$ cat src/design/cathw_pkg.sv
`timescale 1ns / 1ps

package cathw_pkg;

  localparam int NUM_SCALES_DEF   = 6;
  localparam int SAMPLE_WIDTH_DEF = 16;
  localparam int FRAC_BITS_DEF    = 8;

  localparam int SCALE_W   = 3;
  localparam int CFG_IDX_W = 1;
  localparam int DELAY_W   = 4;

  localparam logic [CFG_IDX_W-1:0] CFG_FIRST_SCALE = 1'b0;
  localparam logic [CFG_IDX_W-1:0] CFG_LAST_SCALE  = 1'b1;

  localparam logic [SCALE_W-1:0] FIRST_SCALE_RST = 3'd0;
  localparam logic [SCALE_W-1:0] LAST_SCALE_RST  = 3'd5;

  typedef struct packed {
    logic [SCALE_W-1:0] first_scale;
    logic [SCALE_W-1:0] last_scale;
  } cfg_t;

  function automatic logic [DELAY_W-1:0] delay_of(input logic [SCALE_W-1:0] first_scale);
    logic [DELAY_W-1:0] d;
    unique case (first_scale)
      3'd0:    d = 4'd0;
      3'd1:    d = 4'd0;
      3'd2:    d = 4'd1;
      3'd3:    d = 4'd3;
      3'd4:    d = 4'd7;
      default: d = 4'd15;
    endcase
    return d;
  endfunction

endpackage

$ cat src/design/cathw_cell.sv
`timescale 1ns / 1ps

module cathw_cell #(
  parameter int LEVEL = 0,
  parameter int DW    = 24,
  parameter int CW    = 6
) (
  input  logic                 clk,
  input  logic                 rst_n,
  input  logic                 en,
  input  cathw_pkg::cfg_t      cfg,
  input  logic                 in_valid,
  input  logic signed [DW-1:0] in_smooth,
  input  logic signed [DW-1:0] in_first,
  input  logic        [CW-1:0] in_count,
  input  logic signed [DW-1:0] in_cap_f,
  input  logic signed [DW-1:0] in_cap_l,
  output logic                 out_valid,
  output logic signed [DW-1:0] out_smooth,
  output logic signed [DW-1:0] out_first,
  output logic        [CW-1:0] out_count,
  output logic signed [DW-1:0] out_cap_f,
  output logic signed [DW-1:0] out_cap_l
);

  localparam int LAG = 2 ** LEVEL;
  localparam logic [CW-1:0] LAG_C = CW'(LAG);

  logic signed [DW-1:0] hist_r [LAG];
  logic signed [DW-1:0] past;
  logic signed [DW:0]   sum;
  logic signed [DW-1:0] smooth_nxt;
  logic signed [DW-1:0] cap_f_nxt;
  logic signed [DW-1:0] cap_l_nxt;

  logic                 valid_r;
  logic signed [DW-1:0] smooth_r;
  logic signed [DW-1:0] first_r;
  logic        [CW-1:0] count_r;
  logic signed [DW-1:0] cap_f_r;
  logic signed [DW-1:0] cap_l_r;

  always_comb begin
    past       = (in_count >= LAG_C) ? hist_r[LAG-1] : in_first;
    sum        = {in_smooth[DW-1], in_smooth} + {past[DW-1], past};
    smooth_nxt = sum[DW:1];
    cap_f_nxt  = (32'(cfg.first_scale) == LEVEL + 1) ? smooth_nxt : in_cap_f;
    cap_l_nxt  = (32'(cfg.last_scale) == LEVEL) ? smooth_nxt : in_cap_l;
  end

  always_ff @(posedge clk) begin
    if (en && in_valid) begin
      hist_r[0] <= in_smooth;
      for (int i = 1; i < LAG; i++) begin
        hist_r[i] <= hist_r[i-1];
      end
    end
  end

  always_ff @(posedge clk) begin
    if (!rst_n) begin
      valid_r <= 1'b0;
    end else if (en) begin
      valid_r <= in_valid;
    end
  end

  always_ff @(posedge clk) begin
    if (en) begin
      smooth_r <= smooth_nxt;
      first_r  <= in_first;
      count_r  <= in_count;
      cap_f_r  <= cap_f_nxt;
      cap_l_r  <= cap_l_nxt;
    end
  end

  assign out_valid  = valid_r;
  assign out_smooth = smooth_r;
  assign out_first  = first_r;
  assign out_count  = count_r;
  assign out_cap_f  = cap_f_r;
  assign out_cap_l  = cap_l_r;

endmodule

$ cat src/design/cathw_out.sv
`timescale 1ns / 1ps

module cathw_out #(
  parameter int NUM_SCALES = 6,
  parameter int DW         = 24
) (
  input  logic                              clk,
  input  logic                              rst_n,
  input  logic                              en,
  input  cathw_pkg::cfg_t                   cfg,
  input  logic                              in_valid,
  input  logic signed [DW-1:0]              in_cap_f,
  input  logic signed [DW-1:0]              in_cap_l,
  output logic                              out_valid,
  output logic signed [DW-1:0]              out_approximation,
  output logic signed [DW-1:0]              out_trend,
  output logic                              out_scales_ok,
  output logic [cathw_pkg::DELAY_W-1:0]     out_delay
);

  localparam logic signed [DW-1:0] MAX_V = {1'b0, {(DW-1){1'b1}}};
  localparam logic signed [DW-1:0] MIN_V = {1'b1, {(DW-1){1'b0}}};

  logic                              ok;
  logic signed [DW:0]                diff;
  logic signed [DW-1:0]              appx_sat;
  logic                              valid_r;
  logic signed [DW-1:0]              appx_r;
  logic signed [DW-1:0]              trend_r;
  logic                              ok_r;
  logic [cathw_pkg::DELAY_W-1:0]     delay_r;

  always_comb begin
    ok   = (cfg.first_scale <= cfg.last_scale) && (32'(cfg.last_scale) < NUM_SCALES);
    diff = {in_cap_f[DW-1], in_cap_f} - {in_cap_l[DW-1], in_cap_l};
    priority if (diff[DW] != diff[DW-1]) begin
      appx_sat = diff[DW] ? MIN_V : MAX_V;
    end else begin
      appx_sat = diff[DW-1:0];
    end
  end

  always_ff @(posedge clk) begin
    if (!rst_n) begin
      valid_r <= 1'b0;
    end else if (en) begin
      valid_r <= in_valid;
    end
  end

  always_ff @(posedge clk) begin
    if (en) begin
      ok_r    <= ok;
      appx_r  <= ok ? appx_sat : '0;
      trend_r <= ok ? in_cap_l : '0;
      delay_r <= ok ? cathw_pkg::delay_of(cfg.first_scale) : '0;
    end
  end

  assign out_valid         = valid_r;
  assign out_approximation = appx_r;
  assign out_trend         = trend_r;
  assign out_scales_ok     = ok_r;
  assign out_delay         = delay_r;

endmodule

$ cat src/design/causal_a_trous_haar_wavelet.sv
`timescale 1ns / 1ps

// Causal a trous Haar decomposition of a signed sample stream.
// Input channel: in_valid, in_stall, in_sample; one word per unstalled cycle.
// Result channel: out_valid, out_stall and the result fields; one result word
// leaves for every input word, in order.
// Each cascade level is a cell with its own delay line of 2^j smooth values,
// and the result stage forms the detail sum, the trend and the delay field.
// An accepted word is registered in each cell in turn, then in the result stage;
// throughput is one word per unstalled cycle, as the cell chain advances.
// When the receiver stalls a pending result, the whole chain holds and
// in_stall rises in the same cycle; it falls as soon as the result is taken.
// Configuration writes go through cfg_we, cfg_index and cfg_wdata and should
// only be made while no words are in flight.
// Synchronous reset clears the pipeline valid bits and the sample counter and
// resets the scale registers; the delay lines need no clearing because the
// counter selects the first sample until each line has filled.
module causal_a_trous_haar_wavelet #(
  parameter int NUM_SCALES   = cathw_pkg::NUM_SCALES_DEF,
  parameter int SAMPLE_WIDTH = cathw_pkg::SAMPLE_WIDTH_DEF,
  parameter int FRAC_BITS    = cathw_pkg::FRAC_BITS_DEF
) (
  input  logic                                     clk,
  input  logic                                     rst_n,
  input  logic                                     cfg_we,
  input  logic [cathw_pkg::CFG_IDX_W-1:0]          cfg_index,
  input  logic [cathw_pkg::SCALE_W-1:0]            cfg_wdata,
  input  logic                                     in_valid,
  output logic                                     in_stall,
  input  logic signed [SAMPLE_WIDTH-1:0]           in_sample,
  output logic                                     out_valid,
  input  logic                                     out_stall,
  output logic signed [SAMPLE_WIDTH+FRAC_BITS-1:0] out_approximation,
  output logic signed [SAMPLE_WIDTH+FRAC_BITS-1:0] out_trend,
  output logic                                     out_scales_ok,
  output logic [cathw_pkg::DELAY_W-1:0]            out_delay
);

  localparam int DW = SAMPLE_WIDTH + FRAC_BITS;
  localparam int CW = NUM_SCALES;
  localparam logic [CW-1:0] COUNT_MAX = CW'(2 ** (NUM_SCALES - 1));

  cathw_pkg::cfg_t      cfg_r;
  logic [CW-1:0]        count_r;
  logic [CW-1:0]        count_nxt;
  logic signed [DW-1:0] first_r;
  logic signed [DW-1:0] x;
  logic                 en;
  logic                 accept;

  logic                 valid_c  [NUM_SCALES+1];
  logic signed [DW-1:0] smooth_c [NUM_SCALES+1];
  logic signed [DW-1:0] first_c  [NUM_SCALES+1];
  logic        [CW-1:0] count_c  [NUM_SCALES+1];
  logic signed [DW-1:0] cap_f_c  [NUM_SCALES+1];
  logic signed [DW-1:0] cap_l_c  [NUM_SCALES+1];

  assign en       = !out_valid || !out_stall;
  assign in_stall = !en;
  assign accept   = in_valid && en;
  assign x        = DW'(in_sample) <<< FRAC_BITS;

  always_comb begin
    count_nxt = count_r;
    if (count_r != COUNT_MAX) begin
      count_nxt = count_r + CW'(1);
    end
  end

  always_ff @(posedge clk) begin
    if (!rst_n) begin
      cfg_r.first_scale <= cathw_pkg::FIRST_SCALE_RST;
      cfg_r.last_scale  <= cathw_pkg::LAST_SCALE_RST;
      count_r           <= '0;
    end else begin
      if (cfg_we) begin
        unique case (cfg_index)
          cathw_pkg::CFG_FIRST_SCALE: cfg_r.first_scale <= cfg_wdata;
          cathw_pkg::CFG_LAST_SCALE:  cfg_r.last_scale  <= cfg_wdata;
          default: ;
        endcase
      end
      if (accept) begin
        count_r <= count_nxt;
      end
    end
  end

  always_ff @(posedge clk) begin
    if (accept && count_r == '0) begin
      first_r <= x;
    end
  end

  assign valid_c[0]  = accept;
  assign smooth_c[0] = x;
  assign first_c[0]  = (count_r == '0) ? x : first_r;
  assign count_c[0]  = count_r;
  assign cap_f_c[0]  = x;
  assign cap_l_c[0]  = x;

  for (genvar j = 0; j < NUM_SCALES; j++) begin : g_cell
    cathw_cell #(
      .LEVEL (j),
      .DW    (DW),
      .CW    (CW)
    ) u_cell (
      .clk        (clk),
      .rst_n      (rst_n),
      .en         (en),
      .cfg        (cfg_r),
      .in_valid   (valid_c[j]),
      .in_smooth  (smooth_c[j]),
      .in_first   (first_c[j]),
      .in_count   (count_c[j]),
      .in_cap_f   (cap_f_c[j]),
      .in_cap_l   (cap_l_c[j]),
      .out_valid  (valid_c[j+1]),
      .out_smooth (smooth_c[j+1]),
      .out_first  (first_c[j+1]),
      .out_count  (count_c[j+1]),
      .out_cap_f  (cap_f_c[j+1]),
      .out_cap_l  (cap_l_c[j+1])
    );
  end

  cathw_out #(
    .NUM_SCALES (NUM_SCALES),
    .DW         (DW)
  ) u_out (
    .clk               (clk),
    .rst_n             (rst_n),
    .en                (en),
    .cfg               (cfg_r),
    .in_valid          (valid_c[NUM_SCALES]),
    .in_cap_f          (cap_f_c[NUM_SCALES]),
    .in_cap_l          (cap_l_c[NUM_SCALES]),
    .out_valid         (out_valid),
    .out_approximation (out_approximation),
    .out_trend         (out_trend),
    .out_scales_ok     (out_scales_ok),
    .out_delay         (out_delay)
  );

endmodule

$ cat config.mk
export PLATFORM = sky130hd
export DESIGN_NAME = causal_a_trous_haar_wavelet
export DESIGN_NICKNAME = d
export VERILOG_FILES = /design/src/design/cathw_pkg.sv /design/src/design/cathw_cell.sv /design/src/design/cathw_out.sv /design/src/design/causal_a_trous_haar_wavelet.sv
export SDC_FILE = /design/constraint.sdc
export NUM_CORES = 2
export LEC_CHECK = 0
export ABC_AREA = 1
export BUFFER_PORTS_ARGS = -buffer_cell sky130_fd_sc_hd__buf_2
export CORE_MARGIN = 5
export CORE_UTILIZATION = 45
export DETAILED_ROUTE_END_ITERATION = 12
export GPL_TIMING_DRIVEN = 0
export SLEW_MARGIN = 5
export SYNTH_ARGS = -nofsm -noshare
export SYNTH_HDL_FRONTEND = slang
export SYNTH_SLANG_ARGS = --single-unit
$ cat constraint.sdc
create_clock -name clk -period 54.4 [get_ports clk]
set_input_delay 8.16 -clock clk [delete_from_list [all_inputs] [get_ports clk]]
set_output_delay 8.16 -clock clk [all_outputs]
set_load 0.05 [all_outputs]
# Word level (Yosys, flattened, before mapping)
# Memory sizes are Yosys's and may differ from the RTL's.
# Cells that the tools add are included.
# totals
register_bits	646
mem_bits_rw	1504
input_bits	25
output_inout_bits	55
wordCells	134
mem_count	6
# memory_table
memory	words	word_bits	rd	rd_ports_with_merged_regs	wr	line	text
g_cell[5].u_cell.hist_r	32	24	32	0	32	cathw_cell.sv:29	logic signed [DW-1:0] hist_r [LAG];
g_cell[4].u_cell.hist_r	16	24	16	0	16	cathw_cell.sv:29	
g_cell[3].u_cell.hist_r	8	24	8	0	8	cathw_cell.sv:29	
g_cell[2].u_cell.hist_r	4	24	4	0	4	cathw_cell.sv:29	
g_cell[1].u_cell.hist_r	2	24	2	0	2	cathw_cell.sv:29	
g_cell[0].u_cell.hist_r	1	16	1	0	1	cathw_cell.sv:29	
# op_classes
add_sub_neg	8
n_lt_le_gt_ge	8
n_eq_ne	13
muxes	34
bitwise	1
reduce_logical	20
# op_table
op	n
$mux 24	21
$add 24x24->25	6
$sub 24x24->25	1
$pmux 4 s4	1
$eq 3x3->1 const B	5
$eq 3x2->1 const B	4
$mux 1	12
$logic_and 1x1->1	9
$add 6x1->6 const B	1
$eq 3x1->1 const B	2
$ge 6x1->1 const B	1
$ge 6x2->1 const B	1
$ge 6x3->1 const B	1
$ge 6x4->1 const B	1
$ge 6x5->1 const B	1
$ge 6x6->1 const B	1
$logic_not 3->1	2
$logic_not 6->1	1
$ne 6x6->1 const B	1
$reduce_and 2->1	3
$le 3x3->1	1
$logic_not 1->1	3
$lt 3x3->1 const B	1
$reduce_or 2->1	1
3 further kinds	3

# Logic depth before layout (Yosys ltp)
# depth
word_depth	6
depth_mapped	20
mapped_depth_nobuf	18

# Hierarchy
# Synthesis repeated with hierarchy kept, for this count alone.
# hier_totals
hier_cells	5896
area_unflattened_um2	84623.7
# by_module_without_submodules
mod	n_inst	cells_each	area_per_inst_um2	seq_area_each_um2
cathw_cell at g_cell[5].u_cell	1	1458	28892.7	26145.1
cathw_cell at g_cell[4].u_cell	1	1026	17197.7	14614.0
cathw_cell at g_cell[3].u_cell	1	811	11352.1	8848.5
cathw_cell at g_cell[2].u_cell	1	657	8443.1	5965.7
cathw_cell at g_cell[1].u_cell	1	666	7096.8	4524.3
cathw_cell at g_cell[0].u_cell	1	648	6341.1	3803.6
cathw_out	1	474	3844.9	1611.5
causal_a_trous_haar_wavelet	1	156	1455.1	720.7

# Least setup slack after synthesis
# OpenSTA, ideal clock, no wires.
# synth_timing
path_type	input to register
startpoint	input out_stall
endpoint	memory g_cell[5].u_cell.hist_r[0][10], enable pin
setup_ps	901
arrival_ps	32588
required_ps	53499
setup_slack_ps	20910
stages	3
n_path_buf	0
path_cell_list	nand2_1 -> nand2_1 -> inv_1
# synth_lines
element	line	text
from (decl)	causal_a_trous_haar_wavelet.sv:32	input logic out_stall,
to (decl)	cathw_cell.sv:29	

# Worst setup path after layout
# layout_timing
startpoint	input out_stall
endpoint	output in_stall
# layout_via
elab_chain_len	3
# layout_lines
element	line	text
$logic_not 1->1	causal_a_trous_haar_wavelet.sv:58	assign en = !out_valid || !out_stall;
$logic_or 1x1->1	causal_a_trous_haar_wavelet.sv:58	
$logic_not 1->1	causal_a_trous_haar_wavelet.sv:59	assign in_stall = !en;
to (decl)	causal_a_trous_haar_wavelet.sv:29	output logic in_stall,
# Every way passes these cells.

==> results.yml <==
run_status:
  status: "finished clean"
routing:
  viasPerCell: 4.93
  routed-via-count: 33000
  drt_iter0_drc: 2379
  wire_per_inst_um: 19.6
  first_pass_iters: 5
  ant_nets: 0
  drc_errors: 0
  drt_wl_total_um: 131000
job:
  cap_violations: 0
critical_path:
  cpPeakStageDelay_ns: 0.58
  crit_family: "buffers and inverters"
  crit_arrival_ns: 9.79
  endpoint_kind: "output pin"
  crit_fanout: 45
  worstSetupPathType: "in -> out"
  cpMostUsedCell: "buf_2"
  cp-start-kind: "input pin"
  crit_path_cell_trace: "buf_2 -> nand2_4 -> clkinv_1 -> buf_2"
  path_buf_inv: 3
  crit_slowest_cell: "nand2_4"
  worst-endpoint-required_ns: 46.24
power:
  p_leak_nw: 28.0
  fin_total_pwr_w: 0.00380
  ir_drop_mv: 0.0280
  clkPwrFrac_pct: 31.4
  powerDensity_mw_per_mm2: 50.5
  combPwrFrac_pct: 22.3
  power_switching_w: 0.00118
  intPower_w: 0.00262
  seqPwrFrac_pct: 46.3
  sw_frac_of_total_pct: 31.0
synth:
  ys_top_cells_by_count: "1,756 x edfxtp_1, 1,106 x nand2_1, 276 x inv_1"
  synthCells: 4367
  synth.most_common_cell: "edfxtp_1"
  syn_area_mm2: 0.0661
  ys_ff_latch: 1775
  synth_edf_count: 1756
  synth_top_area_share_pct: 79.8
  yosysTopAreaCell: "edfxtp_1"
  yosys_warnings: 0
  synth_cell_types: 49
  yosys-top-cells-area: "edfxtp_1 80%, nand2_1 6.3%, ha_1 2.6%, nand3_1 1.6%, inv_1 1.6%"
  async_reset_ff_share_pct: 0
  yosysSeqAreaShare_pct: 80.4
  synth_ff_type: "edfxtp_1"
  avgSynthCellArea_um2: 15.1
sta:
  fin_ws_ns: 36.45
  tightest_slew_ns: 1.18
  slew_viol_final: 0
  period_needed_ns: 17.95
  clock_skew_ns: 0.0539
  rsz0062_at_grt: "false"
  finalCritPeriodShare_pct: 33.0
  hold_violations: 0
  fmax_ghz: 0.0557
  relSlewSlack_pct: 20.7
  fin_setup_tns_ns: 0
  whs_ns: 0.372
  finalSetupViolCount: 0
clock_network:
  numCtsBuffers: 176
  cts_setup_buffers: 0
  cts_tree: "built"
  root_buffer: "clkbuf_16"
  clock-sinks: 1775
  cts.repair.resized: 0
  cts_hold_buf: 0
  clock_latency_ns: 0.79
  clkTransAtPathRegs_ns: 0.06
  clockBufferDepth: 3
  htreeDepth: 4
final_layout:
  fin_nets: 4811
  num_antenna_cells: 0
  drive_gt1_share_pct: 9.39
  area_growth_pct: 13.8
  finalNonFillerCells: 6708
  fillCellCount: 12200
global_route:
  grt_max_degree: 140
  grt_pass1_vias: 33200
  grt_pass1_wl_um: 199000
  gr-usage-all-layers_pct: 17.1
  grt_overflow_total: 0
  antenna_found_initial: 6
die:
  initial_core_util_pct: 45.3
  num_rows: 140
  core_area_mm2: 0.146
  fp.dieH_um: 393
  die_x_um: 393
  dieArea_mm2: 0.155
  io_pins: 80
worst_hold_path:
  hold_path_class: "reg -> reg"
placed_design:
  dp.cells: 6379
  port_buffers: 77
  gp_congestion: 0.918
  place_ws_ns: 36.41
  dp_hpwl_um: 94100
registers in the layout, indices dropped and copies added (netlist names):
name / flops
cfg_r: 6
count_r: 6
first_r: 16
g_cell.u_cell.hist_r: 1266
g_cell.u_cell.out_cap_f: 117
g_cell.u_cell.out_cap_l: 117
g_cell.u_cell.out_count: 15
g_cell.u_cell.out_first: 80
g_cell.u_cell.out_smooth: 95
g_cell.u_cell.out_valid: 6
u_out.out_approximation: 23
u_out.out_delay: 4
u_out.out_scales_ok: 1
u_out.out_trend: 22
u_out.out_valid: 1
routing by layer:
metal | up-vias | part of all wire (%) | global-route usage, %
met5 | - | 0.0099 | 0
met2 | 602 | 49 | 28.8
met1 | 16000 | 45 | 22.9
li1 | 16200 | - | -
met3 | 245 | 3.5 | 2.78
met4 | 2 | 3.2 | 5.83
final timing paths:
check,cells after the start,to,slack (ns),from
min,0,g_cell[5].u_cell.hist_r[7][9],0.37,g_cell[5].u_cell.hist_r[6][9]
max reg2reg,16,g_cell[3].u_cell.out_cap_l[20],49.73,g_cell[2].u_cell.out_count[5]
max,4,in_stall,36.45,out_stall
min reg2reg,0,g_cell[5].u_cell.hist_r[7][9],0.37,g_cell[5].u_cell.hist_r[6][9]
power by group through the flow:
stage               registers (W)  clock network, W  logic, W
floorplan                 0.00180                 0  0.000550
global placement          0.00180                 0  0.000839
detailed placement        0.00179                 0  0.000841
CTS                       0.00177           0.00123  0.000845
global route              0.00177           0.00129  0.000944
finish                    0.00176           0.00119  0.000847
area by class of cell:
cell class | count | area [um^2] | area share (%)
plain buffers | 68 | 305 | 0.406
clock buffers | 215 | 4560 | 6.07
clock inverters | 114 | 1260 | 1.67
inverters | 287 | 1100 | 1.46
multi-input cells | 2238 | 11600 | 15.4
flip-flops and latches | 1775 | 53100 | 70.6
well taps | 1917 | 2400 | 3.19
repair buffers | 94 | 833 | 1.11
layout by cell type (no fill, tap or decap), types with 8 or more instances in the layout:
| cell type | instances |
|---|---|
| a21oi_1 | 142 |
| and2_1 | 38 |
| buf_16 | 15 |
| buf_2 | 93 |
| bufinv_16 | 17 |
| clkbuf_1 | 84 |
| clkbuf_16 | 176 |
| clkinv_1 | 45 |
| clkinv_16 | 9 |
| clkinv_2 | 30 |
| dfxtp_1 | 19 |
| edfxtp_1 | 1756 |
| ha_1 | 139 |
| inv_1 | 271 |
| inv_2 | 9 |
| mux2_2 | 48 |
| nand2_1 | 1105 |
| nand3_1 | 213 |
| nand3b_1 | 21 |
| nand4_1 | 29 |
| nor2_1 | 187 |
| nor3_1 | 34 |
| o21ai_0 | 128 |
| o21ai_1 | 9 |
| o21bai_1 | 17 |
| or2_2 | 8 |
| xnor2_1 | 19 |
| xor2_1 | 45 |
per-stage QoR:
stage	instance area, um^2	util (%)
finish	75200	51.6
global route	75200	51.6
CTS	75200	51.6
detailed placement	69400	47.6
global placement	68900	47.3
floorplan	66100	-
cells by family after synthesis:
logic type / synth area share [%]
other: 0.00567
DFF: 80.4
AOI/OAI and AO/OA: 2.59
buffers and inverters: 2.09
adders and majority gates: 2.84
muxes: 0.818
xor gates and xnor gates: 0.848
and+or+nand+nor: 10.4
Power figures use the tool's default switching activity.
